--- config.mk ---
export PLATFORM = sky130hd
export DESIGN_NAME = fnclog_front
export DESIGN_NICKNAME = d
export VERILOG_FILES = /design/src/rtl/fnclog_pkg.sv /design/src/rtl/fnclog_front.sv
export SDC_FILE = /design/constraint.sdc
export NUM_CORES = 1
export LEC_CHECK = 0
export BUFFER_PORTS_ARGS = -buffer_cell sky130_fd_sc_hd__buf_2
export CORE_UTILIZATION = 48
export DETAILED_ROUTE_END_ITERATION = 6
export PLACE_DENSITY = 0.8
export SETUP_SLACK_MARGIN = 0.5
export SLEW_MARGIN = 30
export SYNTH_ARGS = -nofsm -noshare
export SYNTH_HDL_FRONTEND = slang
export SYNTH_SLANG_ARGS = --single-unit
--- constraint.sdc ---
create_clock -name clk -period 5.8 [get_ports clk]
set_input_delay 0.29 -clock clk [delete_from_list [all_inputs] [get_ports clk]]
set_output_delay 0.29 -clock clk [all_outputs]
set_load 0.02 [all_outputs]
--- src/rtl/fnclog_pkg.sv ---
// ----------------------------------------------------------------------------
// fnclog_pkg
// Shared types, constants and single-precision arithmetic helpers for the
// logarithm unit. Helpers cover normal numbers and zeros only.
// ----------------------------------------------------------------------------
package fnclog_pkg;

  localparam int QUEUE_DEPTH = 4;
  localparam int DIV_BITS    = 26;

  localparam logic [31:0] POS_INF    = 32'h7F800000;
  localparam logic [31:0] NEG_INF    = 32'hFF800000;
  localparam logic [22:0] SQRT_HALF_MANT = 23'h3504F3;
  localparam logic [31:0] F_HALF     = 32'h3F000000;
  localparam logic [31:0] F_NEG_HALF = 32'hBF000000;
  localparam logic [31:0] F_A0       = 32'hBF0D7E3D;
  localparam logic [31:0] F_B0       = 32'hBF29CC2F;
  localparam logic [31:0] F_B1       = 32'hBDCCCCCD;
  localparam logic [31:0] F_LN2_HI   = 32'h3F318000;
  localparam logic [31:0] F_LN2_LO   = 32'hB95E8083;
  localparam logic [31:0] F_LOG10E   = 32'h3EDE5BD9;

  // classified item handed from the front to the back
  typedef struct packed {
    logic        spec;
    logic [31:0] spec_res;
    logic        base10;
    logic        hibr;
    logic [31:0] f;
    logic [31:0] xn;
  } entry_t;

  // working values carried down the back pipeline
  typedef struct packed {
    logic        spec;
    logic [31:0] spec_res;
    logic        base10;
    logic        hibr;
    logic [31:0] f;
    logic [31:0] xn;
    logic [31:0] a;
    logic [31:0] lo;
    logic [31:0] hi;
    logic [31:0] znum;
    logic [31:0] t2;
    logic [31:0] zden;
    logic [31:0] z;
    logic [31:0] w;
    logic [31:0] aw;
    logic [31:0] tb;
    logic [31:0] bw;
    logic [31:0] rz2;
    logic [31:0] t;
    logic [31:0] rz;
    logic [31:0] acc;
  } ctx_t;

  typedef struct packed {
    logic        sign;
    logic        zero;
    logic [9:0]  e;
    logic [24:0] rem;
    logic [23:0] dm;
    logic [25:0] quo;
  } div_st_t;

  // round to nearest even and pack; m carries the hidden bit
  function automatic logic [31:0] round_pack(input logic s, input logic [9:0] e,
                                             input logic [23:0] m, input logic g,
                                             input logic st);
    logic        up;
    logic [24:0] mr;
    logic [9:0]  eo;
    logic [22:0] frac;
    up = g & (st | m[0]);
    mr = {1'b0, m} + {24'd0, up};
    if (mr[24]) begin
      eo   = e + 10'd1;
      frac = mr[23:1];
    end else begin
      eo   = e;
      frac = mr[22:0];
    end
    return {s, eo[7:0], frac};
  endfunction

  function automatic logic [31:0] fadd(input logic [31:0] x, input logic [31:0] y);
    logic [31:0] a;
    logic [31:0] b;
    logic [7:0]  d;
    logic [26:0] ma;
    logic [26:0] mb;
    logic [26:0] mbs;
    logic [27:0] sum;
    logic [26:0] m;
    logic [4:0]  lz;
    logic [9:0]  e;
    logic        sticky;
    if (x[30:23] == 8'd0 && y[30:23] == 8'd0) begin
      return {x[31] & y[31], 31'd0};
    end
    if (x[30:23] == 8'd0) begin
      return y;
    end
    if (y[30:23] == 8'd0) begin
      return x;
    end
    if (x[30:0] < y[30:0]) begin
      a = y;
      b = x;
    end else begin
      a = x;
      b = y;
    end
    d  = a[30:23] - b[30:23];
    ma = {1'b1, a[22:0], 3'b000};
    mb = {1'b1, b[22:0], 3'b000};
    if (d >= 8'd27) begin
      mbs = 27'd1;
    end else begin
      sticky = (mb & ((27'd1 << d) - 27'd1)) != 27'd0;
      mbs    = (mb >> d) | {26'd0, sticky};
    end
    if (a[31] == b[31]) begin
      sum = {1'b0, ma} + {1'b0, mbs};
    end else begin
      sum = {1'b0, ma} - {1'b0, mbs};
    end
    if (sum == 28'd0) begin
      return 32'd0;
    end
    e  = {2'b00, a[30:23]};
    lz = 5'd0;
    if (sum[27]) begin
      m = {sum[27:2], sum[1] | sum[0]};
      e = e + 10'd1;
    end else begin
      for (int i = 0; i < 27; i++) begin
        if (sum[i]) begin
          lz = 5'(26 - i);
        end
      end
      m = sum[26:0] << lz;
      e = e - {5'd0, lz};
    end
    return round_pack(a[31], e, m[26:3], m[2], m[1] | m[0]);
  endfunction

  function automatic logic [31:0] fmul(input logic [31:0] x, input logic [31:0] y);
    logic        s;
    logic [47:0] p;
    logic [9:0]  e;
    s = x[31] ^ y[31];
    if (x[30:23] == 8'd0 || y[30:23] == 8'd0) begin
      return {s, 31'd0};
    end
    p = {24'd0, 1'b1, x[22:0]} * {24'd0, 1'b1, y[22:0]};
    e = {2'b00, x[30:23]} + {2'b00, y[30:23]} - 10'd127;
    if (p[47]) begin
      return round_pack(s, e + 10'd1, p[47:24], p[23], p[22:0] != 23'd0);
    end
    return round_pack(s, e, p[46:23], p[22], p[21:0] != 22'd0);
  endfunction

  function automatic div_st_t div_unpack(input logic [31:0] x, input logic [31:0] y);
    div_st_t r;
    r.sign = x[31] ^ y[31];
    r.zero = x[30:23] == 8'd0;
    r.e    = {2'b00, x[30:23]} - {2'b00, y[30:23]} + 10'd127;
    r.rem  = {2'b01, x[22:0]};
    r.dm   = {1'b1, y[22:0]};
    r.quo  = '0;
    return r;
  endfunction

  // one restoring step: one quotient bit
  function automatic div_st_t div_step(input div_st_t s);
    div_st_t     r;
    logic [24:0] rn;
    logic        bit_q;
    r     = s;
    bit_q = s.rem >= {1'b0, s.dm};
    rn    = bit_q ? (s.rem - {1'b0, s.dm}) : s.rem;
    r.rem = {rn[23:0], 1'b0};
    r.quo = {s.quo[24:0], bit_q};
    return r;
  endfunction

  function automatic logic [31:0] div_round(input div_st_t s);
    logic st;
    st = s.rem != 25'd0;
    if (s.zero) begin
      return {s.sign, 31'd0};
    end
    if (s.quo[25]) begin
      return round_pack(s.sign, s.e, s.quo[25:2], s.quo[1], s.quo[0] | st);
    end
    return round_pack(s.sign, s.e - 10'd1, s.quo[24:1], s.quo[0], st);
  endfunction

endpackage

--- src/rtl/fnclog_front.sv ---
// ----------------------------------------------------------------------------
// fnclog_front
// Accepts operands, screens special values and splits x into f and N.
// ----------------------------------------------------------------------------
module fnclog_front import fnclog_pkg::*; (
  input  logic        clk,
  input  logic        rst,
  input  logic        operand_valid,
  output logic        operand_ready,
  input  logic        action,
  input  logic [31:0] operand_bits,
  output logic        ent_valid,
  input  logic        ent_ready,
  output entry_t      ent
);

  logic        fv;
  entry_t      fe;
  entry_t      fe_next;
  logic [7:0]  expo;
  logic [8:0]  n;
  logic [7:0]  mag;
  logic [2:0]  p;
  logic [23:0] full;

  assign expo = operand_bits[30:23];

  always_comb begin
    fe_next.base10 = action;
    fe_next.hibr   = operand_bits[22:0] > SQRT_HALF_MANT;
    fe_next.f      = {1'b0, 8'd126, operand_bits[22:0]};
    fe_next.spec   = (expo == 8'hFF) || operand_bits[31] || (expo == 8'd0);
    if (expo == 8'hFF && operand_bits[22:0] == 23'd0 && !operand_bits[31]) begin
      fe_next.spec_res = POS_INF;
    end else begin
      fe_next.spec_res = NEG_INF;
    end
    // N = expo - 126, one less on the low branch
    n   = {1'b0, expo} - 9'd126 - {8'd0, !fe_next.hibr};
    mag = n[8] ? 8'(-n) : n[7:0];
    p   = 3'd0;
    for (int i = 0; i < 8; i++) begin
      if (mag[i]) begin
        p = 3'(i);
      end
    end
    full = {mag, 16'd0} << (3'd7 - p);
    if (mag == 8'd0) begin
      fe_next.xn = 32'd0;
    end else begin
      fe_next.xn = {n[8], 8'd127 + {5'd0, p}, full[22:0]};
    end
  end

  assign operand_ready = !fv || ent_ready;

  always_ff @(posedge clk) begin
    if (rst) begin
      fv <= 1'b0;
    end else if (operand_ready) begin
      fv <= operand_valid;
    end
  end

  always_ff @(posedge clk) begin
    if (operand_ready && operand_valid) begin
      fe <= fe_next;
    end
  end

  assign ent_valid = fv;
  assign ent       = fe;

endmodule

-- After elaboration in Yosys (flattened, before gate mapping)
Index checks and enable logic that the tools add are counted.
- register bits: 91
- input bits: 37
- output and inout port bits: 101
- $add $sub $neg: 5
- $lt $le $gt $ge: 1
- equality and inequality tests: 1
- shifts and indexed selects: 1
- muxes and demuxes: 9
- reduce and logical (&&, ||, !) cells: 12
- operators by type and width (operator ; number):
    $mux 32 ; 1
    $shl 24x3->23 ; 1
    $gt 23x22->1 const B ; 1
    $logic_not 23->1 ; 1
    $mux 3 ; 6
    $logic_not 8->1 ; 2
    $sub 8x7->9 const B ; 1
    $sub 9x1->9 ; 1
    $add 7x3->8 const A ; 1
    $eq 8x8->1 const B ; 1
    $mux 8 ; 1
    $neg 8->8 ; 1
    $logic_and 1x1->1 ; 3
    $logic_not 1->1 ; 3
    $logic_or 1x1->1 ; 3
    $sub 3x3->3 const A ; 1
    $mux 1 ; 1

-- Longest topological paths before layout
- depth in word-level cells: 14
- mapped depth: 22

-- Least setup slack after synthesis
Ideal clock, no wire load.
- path type: in2reg
- start: input operand_bits[4]
- end: register fe, in the netlist ent[30], data pin
- data arrival time: 3900 ps
- data required time: 5528 ps
- path slack: 1629 ps
- stages on the path: 20
- path buffers: 0
- cells stage by stage: nand4_1 -> o21ai_0 -> a21o_1 -> a21o_1 -> a21oi_1 -> nor2_1 -> nor2_1 -> ha_1 -> inv_1 -> ha_1 -> inv_1 -> ha_1 -> or3b_1 -> and3_1 -> or2_2 -> o31a_1 -> xor2_2 -> o211ai_2 -> or2_1 -> or4_1
- cells in the longest elaborated chain, start to end: 13
- elaborated cells on any way between the ends: 14
- ends and longest elaborated chain (element ; RTL line ; source):
    start: declaration ; fnclog_front.sv:11 ; input logic [31:0] operand_bits,
    $gt 23x22->1 * ; fnclog_front.sv:30 ; fe_next.hibr = operand_bits[22:0] > SQRT_HALF_MANT;
    $logic_not 1->1 * ; fnclog_front.sv:39 ; n = {1'b0, expo} - 9'd126 - {8'd0, !fe_next.hibr};
    $sub 9x1->9 * ; fnclog_front.sv:39 ;
    $neg 8->8 ; fnclog_front.sv:40 ; mag = n[8] ? 8'(-n) : n[7:0];
    $mux 8 * ; fnclog_front.sv:40 ;
    $mux 1 ; fnclog_front.sv:43 ; if (mag[i]) begin
    $mux 3 (6 in a row) ; fnclog_front.sv:43 ;
    $add 7x3->8 ; fnclog_front.sv:51 ; fe_next.xn = {n[8], 8'd127 + {5'd0, p}, full[22:0]};
    end signal: assignment ; fnclog_front.sv:67 ; fe <= fe_next;
    end: declaration ; fnclog_front.sv:18 ; entry_t fe;
Every way passes the cells marked *; elsewhere a longest branch is shown, timed or not.
A chain may end at the register's enable or synchronous reset.

-- Worst setup path after layout
Ends and elaborated chain as after synthesis.

==> impl_metrics.tcl <==
set metrics [dict create \
    status "completed" \
    finClkSkew_ns 0.00319 \
    combPwrFrac_pct 36.9 \
    fp.dieW_um 81.1 \
    crit_chain "buf_2 > nand4_1 > o21ai_0 > a21o_1 > a21o_1 > a21oi_1 > nor2_1 > nor2_1 > ha_1 > inv_1 > ha_1 > inv_1 > ha_1 > or3b_1 > and3_1 > or2_2 > o31a_1 > xor2_2 > o211ai_2 > or2_1 > or4_1" \
    grt_pass1_wl_um 8940 \
    cp_max_fo 10 \
    synth-simple-area-share_pct 16.5 \
    crit_path_frequent_cell "ha_1" \
    syn_area_per_cell_um2 10.1 \
    cts_max_level 2 \
    root_buffer "clkbuf_8" \
    cpMaxStageDelayCell "or4_1" \
    power.internal_uw 679 \
    die_h_um 81.1 \
    yosys_warnings 0 \
    criticalPathCategory "in2reg" \
    swShare_pct 34.2 \
    ctsResizeCount 0 \
    place_area_um2 3250 \
    synth_cell_type_count 58 \
    grt_pass1_vias 2063 \
    ant_nets 0 \
    final.min_clock_period_ns 4.40 \
    synthToLayoutAreaGrowth_pct 12.6 \
    mostFrequentLayoutCell "buf_2" \
    place_hpwl_um 4420 \
    muxShareOfSynthArea_pct 1.71 \
    startpoint_type "input port" \
    power.density_nw_per_um2 305 \
    syn_inst 296 \
    synth_ff_type "edfxtp_1" \
    die_area_um2 6570 \
    cp_data_required_time_ns 5.83 \
    clock_latency_ns 0.29 \
    setup-violations-final 0 \
    synthAdderAreaFrac_pct 6.67 \
    drv_cap 0 \
    peakVddDrop_uv 178 \
    cts_setup_buffers 0 \
    synth_top_family_by_area "buffers and inverters" \
    hold_class "in2reg" \
    grt_max_degree 42 \
    ys_seq_area_share_pct 41.7 \
    grt_usage_pct 17.2 \
    p_leak_uw 0.00152 \
    crit_path_max_incr_delay_ns 0.42 \
    maxSlewHeadroom_pct 40.6 \
    utilization_pct 56.4 \
    rsz0062_at_grt "no" \
    crit_start "operand_bits[4]" \
    cts_sinks 42 \
    num_rows 28 \
    overflow 0 \
    slew_viol_final 0 \
    clk_pin_slew_ns 0.07 \
    place.gp.congestion 0.853 \
    timing.rr.start "ent_valid" \
    drcViolationCount 0 \
    rrSetupSlack_ns 4.26 \
    nets 429 \
    wl_per_cell_um 12.5 \
    via_per_inst 5.09 \
    drt_pass1_iterations 4 \
    async_flop_share_pct 0 \
    end_kind "flip-flop" \
    layout_common_cells "81 x buf_2, 56 x conb_1, 41 x edfxtp_1" \
    setup_tns_ns 0 \
    drtIter0Drc 99 \
    top_level_ports 138 \
    synth_edf_count 41 \
    synth-compound-area-share_pct 12.8 \
    final_area_um2 3380 \
    hp-start "rst" \
    start_util_pct 50.1 \
    layout-drive-gt1-share_pct 26.8 \
    tightest_slew_ns 0.891 \
    tritoncts "yes" \
    ys_seq_elements 42 \
    syn_area_um2 3000 \
    synthXorXnorAreaFrac_pct 3.13 \
    hold_buffers 0 \
    fmax_ghz 0.227 \
    cp.arrival_ns 4.42 \
    fin_crit_sh_pct 75.8 \
    portBuffers 81 \
    vias 2302 \
    core_um2 5990 \
    power.total_uw 1030 \
    diodes 0 \
    p_clk_share_pct 25.8 \
    cts_buffers 5 \
    hold_violations 0 \
    wl_um 5650 \
    antenna_found_initial 0 \
    clockBufferDepth 2 \
    seq_power_share_pct 37.3 \
    power.net_switching_uw 352 \
]
## sequential cells by signal, summed over array words and instances, names as in the netlist
signal,count
ent_valid,1
ent,41
## path summary, 6_finish.rpt
check                                  to  cells after the start
worst min-delay path            ent_valid                      2
worst max-delay path              ent[30]                     21
worst max register to register    ent[97]                      2
worst min register to register  ent_valid                      2
## cells by family (layout without fill, tap and decap cells)
kind of cell	after synthesis	count (layout)
multiplexers	5	5
other	2	56
XOR/XNOR	9	9
AO/OA/AOI/OAI	54	54
buffers and inverters	78	105
adder cells (fa/ha/maj)	16	16
AND/OR/NAND/NOR	90	90
flip-flops	42	42
## routing by layer
layer / global-route usage (%) / share of wire, % / up-vias
li1: - / - / 1119
met3: 2.02 / 7.4 / 18
met1: 19.6 / 40 / 1045
met2: 31.4 / 49 / 120
met5: 0 / 0 / -
met4: 9.11 / 3.4 / 0
## synth_stat cells (all sizes together) (5+ instances only)
cell     n  area, µm²
nand2   16       60.1
nor2b    5       31.3
nor4     7       43.8
a21oi   14       70.1
buf     61        453
nand3   11       55.1
nor2    17       63.8
and2     5       31.3
xnor2    6       60.1
edfxtp  41       1230
nor3     6       30.0
a21o     5       37.5
inv     16       60.1
o21ai    6       33.8
ha      16        200
or2      5       31.3
## worst max-delay path: cells and delay by family
kind	cells	cell delay [ns]
XOR/XNOR	1	0.40
AND/OR/NAND/NOR	8	1.91
buffers and inverters	3	0.21
adder cells (fa/ha/maj)	3	0.56
AO/OA/AOI/OAI	6	1.06
## power by group through the flow
| stage | clock network (µW) | logic, µW | registers, µW |
|---|---|---|---|
| 2_1_floorplan | 0 | 274 | 434 |
| 3_3_place_gp | 0 | 370 | 390 |
| 3_5_place_dp | 0 | 376 | 391 |
| 4_1_cts | 271 | 378 | 385 |
| 5_1_grt | 280 | 416 | 388 |
| 6_report | 266 | 381 | 384 |
## per-stage QoR
step                      setup WS, ns  hold WS (ns)  cells
after floorplan                   1.63         0.359    350
after global placement            1.17         0.444    444
after detailed placement          1.13         0.459    444
after global routing              1.01         0.149    452
final                             1.40         0.154    452
after CTS                         1.41         0.148    452
## area by class of cell
type	count	area, µm²
multi-input combinational	230	1440
fill	506	2610
timing repair buffer	81	405
tap	75	93.8
clock buffer	5	68.8
sequential	42	1250
inverter	16	60.1
clock inverter	3	63.8
(Power assumes the default switching activity.)
