### src/rtl/fnclog_pkg.sv
// ----------------------------------------------------------------------------
// fnclog_pkg
// Shared types, constants and single-precision arithmetic helpers for the
// logarithm unit. Helpers cover normal numbers and zeros only.
// ----------------------------------------------------------------------------
package fnclog_pkg;

  localparam int QUEUE_DEPTH = 4;
  localparam int DIV_BITS    = 26;

  localparam logic [31:0] POS_INF    = 32'h7F800000;
  localparam logic [31:0] NEG_INF    = 32'hFF800000;
  localparam logic [22:0] SQRT_HALF_MANT = 23'h3504F3;
  localparam logic [31:0] F_HALF     = 32'h3F000000;
  localparam logic [31:0] F_NEG_HALF = 32'hBF000000;
  localparam logic [31:0] F_A0       = 32'hBF0D7E3D;
  localparam logic [31:0] F_B0       = 32'hBF29CC2F;
  localparam logic [31:0] F_B1       = 32'hBDCCCCCD;
  localparam logic [31:0] F_LN2_HI   = 32'h3F318000;
  localparam logic [31:0] F_LN2_LO   = 32'hB95E8083;
  localparam logic [31:0] F_LOG10E   = 32'h3EDE5BD9;

  // classified item handed from the front to the back
  typedef struct packed {
    logic        spec;
    logic [31:0] spec_res;
    logic        base10;
    logic        hibr;
    logic [31:0] f;
    logic [31:0] xn;
  } entry_t;

  // working values carried down the back pipeline
  typedef struct packed {
    logic        spec;
    logic [31:0] spec_res;
    logic        base10;
    logic        hibr;
    logic [31:0] f;
    logic [31:0] xn;
    logic [31:0] a;
    logic [31:0] lo;
    logic [31:0] hi;
    logic [31:0] znum;
    logic [31:0] t2;
    logic [31:0] zden;
    logic [31:0] z;
    logic [31:0] w;
    logic [31:0] aw;
    logic [31:0] tb;
    logic [31:0] bw;
    logic [31:0] rz2;
    logic [31:0] t;
    logic [31:0] rz;
    logic [31:0] acc;
  } ctx_t;

  typedef struct packed {
    logic        sign;
    logic        zero;
    logic [9:0]  e;
    logic [24:0] rem;
    logic [23:0] dm;
    logic [25:0] quo;
  } div_st_t;

  // round to nearest even and pack; m carries the hidden bit
  function automatic logic [31:0] round_pack(input logic s, input logic [9:0] e,
                                             input logic [23:0] m, input logic g,
                                             input logic st);
    logic        up;
    logic [24:0] mr;
    logic [9:0]  eo;
    logic [22:0] frac;
    up = g & (st | m[0]);
    mr = {1'b0, m} + {24'd0, up};
    if (mr[24]) begin
      eo   = e + 10'd1;
      frac = mr[23:1];
    end else begin
      eo   = e;
      frac = mr[22:0];
    end
    return {s, eo[7:0], frac};
  endfunction

  function automatic logic [31:0] fadd(input logic [31:0] x, input logic [31:0] y);
    logic [31:0] a;
    logic [31:0] b;
    logic [7:0]  d;
    logic [26:0] ma;
    logic [26:0] mb;
    logic [26:0] mbs;
    logic [27:0] sum;
    logic [26:0] m;
    logic [4:0]  lz;
    logic [9:0]  e;
    logic        sticky;
    if (x[30:23] == 8'd0 && y[30:23] == 8'd0) begin
      return {x[31] & y[31], 31'd0};
    end
    if (x[30:23] == 8'd0) begin
      return y;
    end
    if (y[30:23] == 8'd0) begin
      return x;
    end
    if (x[30:0] < y[30:0]) begin
      a = y;
      b = x;
    end else begin
      a = x;
      b = y;
    end
    d  = a[30:23] - b[30:23];
    ma = {1'b1, a[22:0], 3'b000};
    mb = {1'b1, b[22:0], 3'b000};
    if (d >= 8'd27) begin
      mbs = 27'd1;
    end else begin
      sticky = (mb & ((27'd1 << d) - 27'd1)) != 27'd0;
      mbs    = (mb >> d) | {26'd0, sticky};
    end
    if (a[31] == b[31]) begin
      sum = {1'b0, ma} + {1'b0, mbs};
    end else begin
      sum = {1'b0, ma} - {1'b0, mbs};
    end
    if (sum == 28'd0) begin
      return 32'd0;
    end
    e  = {2'b00, a[30:23]};
    lz = 5'd0;
    if (sum[27]) begin
      m = {sum[27:2], sum[1] | sum[0]};
      e = e + 10'd1;
    end else begin
      for (int i = 0; i < 27; i++) begin
        if (sum[i]) begin
          lz = 5'(26 - i);
        end
      end
      m = sum[26:0] << lz;
      e = e - {5'd0, lz};
    end
    return round_pack(a[31], e, m[26:3], m[2], m[1] | m[0]);
  endfunction

  function automatic logic [31:0] fmul(input logic [31:0] x, input logic [31:0] y);
    logic        s;
    logic [47:0] p;
    logic [9:0]  e;
    s = x[31] ^ y[31];
    if (x[30:23] == 8'd0 || y[30:23] == 8'd0) begin
      return {s, 31'd0};
    end
    p = {24'd0, 1'b1, x[22:0]} * {24'd0, 1'b1, y[22:0]};
    e = {2'b00, x[30:23]} + {2'b00, y[30:23]} - 10'd127;
    if (p[47]) begin
      return round_pack(s, e + 10'd1, p[47:24], p[23], p[22:0] != 23'd0);
    end
    return round_pack(s, e, p[46:23], p[22], p[21:0] != 22'd0);
  endfunction

  function automatic div_st_t div_unpack(input logic [31:0] x, input logic [31:0] y);
    div_st_t r;
    r.sign = x[31] ^ y[31];
    r.zero = x[30:23] == 8'd0;
    r.e    = {2'b00, x[30:23]} - {2'b00, y[30:23]} + 10'd127;
    r.rem  = {2'b01, x[22:0]};
    r.dm   = {1'b1, y[22:0]};
    r.quo  = '0;
    return r;
  endfunction

  // one restoring step: one quotient bit
  function automatic div_st_t div_step(input div_st_t s);
    div_st_t     r;
    logic [24:0] rn;
    logic        bit_q;
    r     = s;
    bit_q = s.rem >= {1'b0, s.dm};
    rn    = bit_q ? (s.rem - {1'b0, s.dm}) : s.rem;
    r.rem = {rn[23:0], 1'b0};
    r.quo = {s.quo[24:0], bit_q};
    return r;
  endfunction

  function automatic logic [31:0] div_round(input div_st_t s);
    logic st;
    st = s.rem != 25'd0;
    if (s.zero) begin
      return {s.sign, 31'd0};
    end
    if (s.quo[25]) begin
      return round_pack(s.sign, s.e, s.quo[25:2], s.quo[1], s.quo[0] | st);
    end
    return round_pack(s.sign, s.e - 10'd1, s.quo[24:1], s.quo[0], st);
  endfunction

endpackage

### src/rtl/fnclog_fifo.sv
// ----------------------------------------------------------------------------
// fnclog_fifo
// Short queue between the front and the back.
// ----------------------------------------------------------------------------
module fnclog_fifo import fnclog_pkg::*; #(
  parameter int DEPTH = QUEUE_DEPTH
) (
  input  logic   clk,
  input  logic   rst,
  input  logic   push_valid,
  output logic   push_ready,
  input  entry_t push_data,
  output logic   pop_valid,
  input  logic   pop_ready,
  output entry_t pop_data
);

  localparam int AW = (DEPTH > 1) ? $clog2(DEPTH) : 1;
  localparam int CW = $clog2(DEPTH + 1);

  entry_t        mem [DEPTH];
  logic [AW-1:0] wr_ptr;
  logic [AW-1:0] rd_ptr;
  logic [CW-1:0] count;
  logic          push;
  logic          pop;

  assign push_ready = count != CW'(DEPTH);
  assign pop_valid  = count != '0;
  assign push       = push_valid && push_ready;
  assign pop        = pop_valid && pop_ready;
  assign pop_data   = mem[rd_ptr];

  always_ff @(posedge clk) begin
    if (rst) begin
      wr_ptr <= '0;
      rd_ptr <= '0;
      count  <= '0;
    end else begin
      if (push) begin
        wr_ptr <= (wr_ptr == AW'(DEPTH - 1)) ? '0 : wr_ptr + AW'(1);
      end
      if (pop) begin
        rd_ptr <= (rd_ptr == AW'(DEPTH - 1)) ? '0 : rd_ptr + AW'(1);
      end
      if (push && !pop) begin
        count <= count + CW'(1);
      end else if (pop && !push) begin
        count <= count - CW'(1);
      end
    end
  end

  always_ff @(posedge clk) begin
    if (push) begin
      mem[wr_ptr] <= push_data;
    end
  end

endmodule

### config.mk
export PLATFORM = sky130hd
export DESIGN_NAME = fnclog_fifo
export DESIGN_NICKNAME = d
export VERILOG_FILES = /design/src/rtl/fnclog_pkg.sv /design/src/rtl/fnclog_fifo.sv
export SDC_FILE = /design/constraint.sdc
export NUM_CORES = 1
export LEC_CHECK = 0
export BUFFER_PORTS_ARGS = -buffer_cell sky130_fd_sc_hd__buf_2
export CORE_MARGIN = 4
export CORE_UTILIZATION = 50
export DETAILED_ROUTE_END_ITERATION = 10
export PLACE_DENSITY = 0.74
export REMOVE_ABC_BUFFERS = 1
export SLEW_MARGIN = 20
export SYNTH_ARGS = -nofsm -noshare
export SYNTH_HDL_FRONTEND = slang
export SYNTH_SLANG_ARGS = --single-unit
### constraint.sdc
create_clock -name clk -period 2.3 [get_ports clk]
set_input_delay 0.115 -clock clk [delete_from_list [all_inputs] [get_ports clk]]
set_output_delay 0.115 -clock clk [all_outputs]
set_load 0.02 [all_outputs]
## After elaboration in Yosys (flattened, before gate mapping)

Memories as Yosys holds them, arrays and structs flattened. A register that Yosys moved wholly into a read port is not among the register bits.
Index checks and enable logic that the tools add are counted.

| operators by class | value |
|---|---|
| reductions and logical operators | 8 |
| add/subtract/negate cells | 4 |
| mux-type cells | 8 |
| equal/unequal tests | 3 |

Operators by type and width:

| kind | number |
|---|---|
| $mux 2 | 4 |
| $mux 3 | 2 |
| $add 2x1->2 const B | 2 |
| $eq 2x2->1 const B | 2 |
| $logic_and 1x1->1 | 4 |
| $add 3x1->3 const B | 1 |
| $ne 3x3->1 const B | 1 |
| $reduce_bool 3->1 | 1 |
| $sub 3x1->3 const B | 1 |
| $logic_not 1->1 | 2 |
| $mux 1 | 2 |
| $reduce_bool 2->1 | 1 |

| storage, ports and cells | value |
|---|---|
| memories | 1 |
| RAM bits | 396 |
| output and inout bits | 101 |
| logic and storage cells | 27 |
| flip-flop bits (word level) | 7 |

Memories:

| memory | words | bits a word | read ports | clocked after Yosys merged registers in | wr ports | line | source |
|---|---|---|---|---|---|---|---|
| mem | 4 | 99 | 1 | 1 | 1 | fnclog_fifo.sv:21 | `entry_t mem [DEPTH];` |

## Depth between registers and ports, before layout

Gate-level depths: netlist (run 1).

| depth | value |
|---|---|
| word-level depth | 6 |
| depth in mapped cells | 9 |
| depth with buffers taken out | 8 |

## Least setup slack after synthesis (run 1)

Ideal clock, no wire load.

| path | value |
|---|---|
| path type | flip-flop to flip-flop |
| start | register count[0] |
| end | memory mem[0][0] (netlist name) (enable) |
| setup time | 0.413 ns |
| cell stages (with the launch flop) | 4 |
| path slack | -0.073 ns |
| period minus slack after synthesis | 2.373 ns |
| arrival time | 1.960 ns |
| cell sequence | dfxtp_1 -> or3b_1 -> buf_6 -> and3_2 |

| on the way | value |
|---|---|
| word-level cells in the longest chain between the ends | 4 |

Ends and longest elaborated chain:

| item | line | source |
|---|---|---|
| start: declaration | fnclog_fifo.sv:24 | `logic [CW-1:0] count;` |
| start signal: assignment | fnclog_fifo.sv:47 | `count <= count + CW'(1);` |
| start signal: assignment | fnclog_fifo.sv:49 | `count <= count - CW'(1);` |
| $ne 3x3->1 | fnclog_fifo.sv:28 | `assign push_ready = count != CW'(DEPTH);` |
| named net push_ready | fnclog_fifo.sv:11 | `output logic push_ready,` |
| $logic_and 1x1->1 | fnclog_fifo.sv:30 | `assign push = push_valid && push_ready;` |
| $mux 1 | fnclog_fifo.sv:55 | `if (push) begin` |
| $mux 1 (implied by the code) | fnclog_fifo.sv:56 | `mem[wr_ptr] <= push_data;` |
| end: declaration | fnclog_fifo.sv:21 |  |

The timed path passes the listed nets, and every way through them passes these cells.

## Worst setup path in the final report (run 1)

| path | value |
|---|---|
| start | register count[2] |
| end | register count[2] |

| on the way | value |
|---|---|
| word-level cells in the longest chain between the ends | 5 |
| elaborated cells between the ends (all ways) | 13 |

Ends and longest elaborated chain:

| item | line | source |
|---|---|---|
| $ne 3x3->1 (*) | fnclog_fifo.sv:28 |  |
| $logic_and 1x1->1 (*) | fnclog_fifo.sv:30 |  |
| named net push | fnclog_fifo.sv:25 | `logic push;` |
| $logic_not 1->1 | fnclog_fifo.sv:48 | `end else if (pop && !push) begin` |
| $logic_and 1x1->1 | fnclog_fifo.sv:48 |  |
| $reduce_bool 2->1 (no source line) | n/a |  |

The timed path passes the listed nets; every way through them passes the cells marked *. The select of a mux whose other input is x is not followed.
A chain may end at the register's enable or synchronous reset.

==> results.sh, run 1 <==
export IMPL_status="finished clean"
export IMPL_setup_tns_final_ns=0
export IMPL_endpoint_kind="register"
export IMPL_ir_drop_mv=0.7884
export IMPL_multiInputGateArea_um2=2534
export IMPL_path_clk_slew_ns=0.06
export IMPL_cts_tree="done"
export IMPL_seqCellArea_um2=12080
export IMPL_first_pass_iters=5
export IMPL_dp_hpwl_mm=16.66
export IMPL_hold_start="pop_ready"
export IMPL_numPortBuffers=203
export IMPL_globalplace_congestion=0.7117
export IMPL_clock_sinks=405
export IMPL_cp_required_ns=2.74
export IMPL_final_util_pct=64.59
export IMPL_routed_wl_mm=28.62
export IMPL_dpl_cell_area_um2=16330
export IMPL_critPathArrivalTime_ns=2.61
export IMPL_clk_path_buf_depth=3
export IMPL_critPathKind="reg2reg"
export IMPL_path_max_fanout=5
export IMPL_fin_skew_ns=0.01075
export IMPL_antenna_found_initial=0
export IMPL_pwr_share_seq_pct=46.4
export IMPL_dieArea_um2=32290
export IMPL_fp_coreArea_um2=28860
export IMPL_hp_class="in2reg"
export IMPL_hold_violations=0
export IMPL_synth_seq_cells=405
export IMPL_layout_nets=1016
export IMPL_timing_final_crit_share_pct=94.34
export IMPL_holdWs_ns=0.08779
export IMPL_vias_per_cell=5.409
export IMPL_grtUsageTotal_pct=17.30
export IMPL_start_util_pct=51.08
export IMPL_io_pins=204
export IMPL_syn_area_per_cell_um2=26.09
export IMPL_cp_start_kind="register"
export IMPL_slew_headroom_pct=56.65
export IMPL_r2r_start="count[2]$_SDFFE_PP0P_"
export IMPL_drive_above_1_share_pct=41.33
export IMPL_cap_viol_max_count=0
export IMPL_drcViolationCount=0
export IMPL_yosysWarnings=0
export IMPL_insertion_delay_ns=0.51
export IMPL_powerDensity_nw_per_um2=1059
export IMPL_drt_iter0_drc=502
export IMPL_grt_pass1_vias=7630
export IMPL_period_needed_ns=2.170
export IMPL_fillCellCount=1917
export IMPL_p_sw_share_pct=26.83
export IMPL_die_h_um=179.7
export IMPL_clkPwrFrac_pct=30.3
export IMPL_maxSlewViolCount=0
export IMPL_stdcell_area_um2=18640
export IMPL_die_width_um=179.7
export IMPL_rr_endpoint="count[2]$_SDFFE_PP0P_"
export IMPL_cts_buffers=40
export IMPL_area_growth_pct=26.43
export IMPL_p_int_uw=14440
export IMPL_whs_path_depth=5
export IMPL_synth_cells=565
export IMPL_ant_nets=0
export IMPL_vias=7129
export IMPL_cts_root_buf="clkbuf_16"
export IMPL_setup_viol=0
export IMPL_rr_worst_depth=8
export IMPL_ff2ff_setup_slack_ns=0.13
export IMPL_rsz0062_at_grt="no"
export IMPL_htreeDepth=2
export IMPL_grt_overflow_total=0
export IMPL_rows=62
export IMPL_ys_types=26
export IMPL_tightest_slew_ns=0.6502
export IMPL_fmax_mhz=460.9
export IMPL_yosysSeqAreaShare_pct=81.89
export IMPL_grt_pass1_wl_mm=43.99
export IMPL_syn_area_um2=14740
export IMPL_power_static_leakage_uw=0.006325
export IMPL_wire_per_inst_um=21.71
export IMPL_p_switching_uw=5295
export IMPL_grt_max_degree=63
export IMPL_pwr_share_comb_pct=23.2
export IMPL_num_antenna_cells=0
worst max path at each step:
stage                          start                    end  cells past startpoint
6_report       count[2]$_SDFFE_PP0P_  count[2]$_SDFFE_PP0P_                      8
5_1_grt        count[2]$_SDFFE_PP0P_  count[2]$_SDFFE_PP0P_                      8
4_1_cts                     register           pop_data[40]                      3
3_5_place_dp   count[0]$_SDFFE_PP0P_  count[2]$_SDFFE_PP0P_                      7
3_3_place_gp   count[0]$_SDFFE_PP0P_  count[2]$_SDFFE_PP0P_                      8
2_1_floorplan               register            pop_data[0]                      1
cell type report:
class,instances,share of cell area (%)
repair buffers,323,12.47
multi-input cells,133,13.59
clock buffers,53,5.800
inverters,3,0.06042
well taps,384,2.578
flip-flops and latches,405,64.82
clock inverters,17,0.6780
routing by layer:
metal / up-vias / share of wire (%) / global-route usage (%)
li1: 3118 / - / -
met1: 3730 / 39 / 22.35
met2: 238 / 52 / 30.09
met3: 43 / 6.3 / 4.184
met4: 0 / 1.9 / 4.145
met5: - / 0 / 0
cell usage after synthesis (all sizes together):
cell	instances	area (um^2)
buf	18	122.6
nand2	1	3.750
o31ai	2	20.02
o21ai	1	5.000
and3	4	30.03
a21oi	2	10.01
mux4	99	2230
xor2	2	17.52
nand3	1	5.000
ha	6	75.07
or3	3	21.27
nor2	3	11.26
fa	1	20.02
or3b	1	8.760
and2	1	8.760
nand2b	2	12.51
mux2i	3	30.03
inv	3	11.26
nor3	1	5.000
edfxtp	396	11890
dfxtp	9	180.2
clkbuf	6	22.52
cells by family (layout without fill, tap and decap cells):
| group | count (synthesis) | after routing | share of synthesized area, % |
|---|---|---|---|
| and+or+nand+nor | 17 | 17 | 0.7214 |
| muxes | 102 | 102 | 15.33 |
| buffers and inverters | 27 | 396 | 1.061 |
| adders and majority gates | 7 | 7 | 0.6450 |
| AOI/OAI and AO/OA | 5 | 5 | 0.2376 |
| DFF | 405 | 405 | 81.89 |
| xor gates and xnor gates | 2 | 2 | 0.1188 |
through the flow:
stage          instances  setup WS (ns)  total power, uW
6_report            1318         0.1303            19730
3_5_place_dp        1143        0.05068            13700
2_1_floorplan        541         -2.669            12240
3_3_place_gp        1143         0.2172            13540
5_1_grt             1318        0.01973            20570
4_1_cts             1314      -0.009189            19850
cells in the final DEF, fill, tap and decap left out, types with 2 or more instances in the layout:
cell,count
edfxtp_1,396
buf_2,203
dlygate4sd3_1,101
mux4_2,99
clkbuf_16,42
clkbuf_1,11
buf_12,9
clkinv_2,8
clkinv_1,7
buf_4,7
ha_1,6
dfxtp_1,5
and3_4,4
inv_1,3
nor2_1,3
mux2i_1,3
o31ai_2,2
or3_2,2
xor2_1,2
a21oi_1,2
nand2b_1,2
dfxtp_4,2
bufinv_16,2
dfxtp_2,2
registers in the layout, summed over array words and instances, names as in the netlist, named ones only:
register and cells:
mem 396, count 3, rd_ptr 2, wr_ptr 2
repair_timing:
item / in CTS / in global routing
setup buffers: 0 / 3
pin swaps: 0 / 0
endpoints found under the hold margin: 405 / 0
gates resized for setup: 1 / 4
hold buffers: 101 / 0
setup endpoints to repair: 4 / 77
cloned: 0 / 1
power groups by stage:
stage               Combinational [uW]  Clock [uW]  Sequential (uW)
detailed placement                4370           0             9340
finish                            4580        5990             9160
global route                      4910        6450             9210
CTS                               4530        6130             9190
floorplan                         2700           0             9540
global placement                  4270           0             9260
critical path: stages (launching register included):
cell and delay (ns):
dfxtp_1 0.40, or3b_1 0.39, and2_4 0.19, ha_1 0.22, inv_1 0.08, fa_1 0.18
xor2_1 0.08, or3_2 0.41, a21oi_1 0.15
(Power assumes the default switching activity.)
==> inputs of run 2 (changes only) <==
--- a/config.mk
+++ b/config.mk
@@ -10,7 +10,6 @@
 export CORE_UTILIZATION = 50
 export DETAILED_ROUTE_END_ITERATION = 10
 export PLACE_DENSITY = 0.74
-export REMOVE_ABC_BUFFERS = 1
 export SLEW_MARGIN = 20
 export SYNTH_ARGS = -nofsm -noshare
 export SYNTH_HDL_FRONTEND = slang
==> run 2 against run 1 <==
Against the previous run: the flow now finishes with violations (negative setup slack); clock-buffer cell count decreased by 5; sequential power up 0.5%; combinational power grew 1%; global-route usage is 0.70 points higher; non-clock buffer count is 5 higher; cell area rose by 1.5%; hold slack worse by 0.015 ns; critical endpoint unchanged.
==> results.sh, run 2 (synthesized netlist as in run 1, its figures left out) <==
export IMPL_reg_top3="mem: 396 flops, count: 3 flops"
export IMPL_start_util_pct=51.08
export IMPL_clk_path_buf_depth=3
export IMPL_cp_top_family="simple AND/OR/NAND/NOR gates"
export IMPL_slowest_delay_ns=0.48
export IMPL_hold_start="pop_ready"
export IMPL_critPathKind="reg2reg"
export IMPL_cts_root_buf="clkbuf_16"
export IMPL_wl_met3_mm=1.532
export IMPL_hold_violations=0
export IMPL_first_pass_iters=5
export IMPL_htreeDepth=2
export IMPL_violations="negative setup slack"
export IMPL_rr_worst_depth=8
export IMPL_drt_iter0_drc=546
export IMPL_worst_slack_ns=-0.0004967
export IMPL_cp_required_ns=2.74
export IMPL_area_growth_pct=28.28
export IMPL_cts_tree="done"
export IMPL_synth_fp_nets=675
export IMPL_die_h_um=179.7
export IMPL_setup_viol=1
export IMPL_io_pins=204
export IMPL_timing_final_crit_share_pct=100.0
export IMPL_path_cells="or3b_4, and2_4, ha_2, inv_1, fa_1, xor2_1, or3_2, a21oi_2"
export IMPL_tightest_slew_ns=0.7055
export IMPL_final_cell_mix="396 x edfxtp_1, 203 x buf_2, 101 x dlygate4sd3_1"
export IMPL_cpMaxStageDelayCell="or3_2"
export IMPL_grt_pass1_vias=7900
export IMPL_maxSlewViolCount=0
export IMPL_final_common_cell="edfxtp_1"
export IMPL_status="finished with violations"
export IMPL_numPortBuffers=203
export IMPL_top_layer="met5"
export IMPL_path_buf_inv=1
export IMPL_powerDensity_nw_per_um2=1090
export IMPL_fin_skew_ns=0.01407
export IMPL_dp_hpwl_mm=17.22
export IMPL_drive_above_1_share_pct=43.02
export IMPL_globalplace_congestion=0.7523
export IMPL_grt_overflow_total=0
export IMPL_r2r_start="count[2]$_SDFFE_PP0P_"
export IMPL_power_static_leakage_uw=0.006452
export IMPL_grt_max_degree=62
export IMPL_critPathArrivalTime_ns=2.74
export IMPL_insertion_delay_ns=0.51
export IMPL_endpoint_kind="register"
export IMPL_cap_viol_max_count=0
export IMPL_routed_wl_mm=29.13
export IMPL_ir_drop_mv=1.004
export IMPL_fmax_mhz=434.7
export IMPL_fp_coreArea_um2=28860
export IMPL_path_max_fanout=5
export IMPL_rr_endpoint="count[2]$_SDFFE_PP0P_"
export IMPL_whs_path_depth=5
export IMPL_antenna_found_initial=2
export IMPL_die_width_um=179.7
export IMPL_clock_sinks=405
export IMPL_dieArea_um2=32290
export IMPL_vias=7171
export IMPL_regMostFlops="mem"
export IMPL_ant_nets=0
export IMPL_vias_per_cell=5.388
export IMPL_layout_nets=1024
export IMPL_ff2ff_setup_slack_ns=-0.0005
export IMPL_cp_start_kind="register"
export IMPL_rows=62
export IMPL_wl_met1_mm=11.61
export IMPL_slew_headroom_pct=52.97
export IMPL_setup_tns_final_ns=-0.0004967
export IMPL_path_clk_slew_ns=0.06
export IMPL_wire_per_inst_um=21.89
export IMPL_largest_reg_flops=396
export IMPL_grt_pass1_wl_mm=45.64
export IMPL_holdWs_ns=0.07267
export IMPL_cts_buffers=43
export IMPL_grtUsageTotal_pct=18.00
export IMPL_period_needed_ns=2.300
export IMPL_hp_class="in2reg"
export IMPL_final_util_pct=65.53
export IMPL_met2WireLength_mm=15.45
export IMPL_drcViolationCount=0
run 2: changes by cell type in the layout (fill, tap and decap cells not counted), sizes merged:
cell	before	now
inv	3	4
clkbuf	54	48
clkinv	15	21
diode	0	1
clkinvlp	0	2
buf	221	227
bufinv	2	5
run 2: worst max-delay path by stage:
| stage | from | end | slack [ns] | cells after the start |
|---|---|---|---|---|
| 4_1_cts | register | pop_data[42] | 0.003 | 3 |
| 3_3_place_gp | count[0]$_SDFFE_PP0P_ | count[2]$_SDFFE_PP0P_ | 0.19 | 7 |
| 6_report | count[2]$_SDFFE_PP0P_ | count[2]$_SDFFE_PP0P_ | -0.0005 | 8 |
| 3_5_place_dp | count[1]$_SDFFE_PP0P_ | count[2]$_SDFFE_PP0P_ | 0.11 | 7 |
| 2_1_floorplan | count[0]$_SDFFE_PP0P_ | mem[0][0]$_DFFE_PP_ | -0.07 | 3 |
| 5_1_grt | count[2]$_SDFFE_PP0P_ | count[2]$_SDFFE_PP0P_ | -0.07 | 8 |
run 2: power by group:
group / switching [uW] / total (uW) / internal, uW
clock network: 2660 / 6770 / 4110
logic: 2630 / 4640 / 2000
registers: 255 / 9210 / 8950
total: 5540 / 20600 / 15100
run 2: cell type report:
cell class / count / area (um^2)
repair buffers: 328 / 2377
well taps: 384 / 480.5
multi-input cells: 133 / 2542
diodes: 1 / 2.502
clock inverters: 29 / 274.0
fillers: 1882 / 9947
flip-flops and latches: 405 / 12090
clock buffers: 48 / 1137
inverters: 3 / 11.26
run 2: tightest hold or removal path, cell delays in order:
cell and delay [ns]:
buf_2 0.09, o31ai_2 0.07, buf_4 0.14, nand2_1 0.06, a21oi_1 0.06
run 2: per-stage QoR:
step                      cells  area [um^2]  power, uW  worst slack [ns]
after floorplan             565        14740      12220          -0.07342
after global placement     1149        16440      13630            0.1930
final                      1331        18910      20610        -0.0004967
after detailed placement   1149        16440      13800            0.1113
after CTS                  1327        18860      20720          0.002992
after global routing       1331        18910      21480          -0.07074
run 2: what timing repair did:
| action | in CTS | in global routing |
|---|---|---|
| hold buffers | 101 | 0 |
| setup endpoints to repair | 0 | 58 |
| hold endpoints to repair | 404 | 0 |
| buffers inserted | 0 | 3 |
| resized for setup | 0 | 9 |
run 2: layer usage:
metal / vias to the layer above / track usage, %
met5: - / 0
met4: 2 / 4.694
li1: 3137 / -
met1: 3766 / 23.73
met2: 222 / 30.95
met3: 44 / 3.921
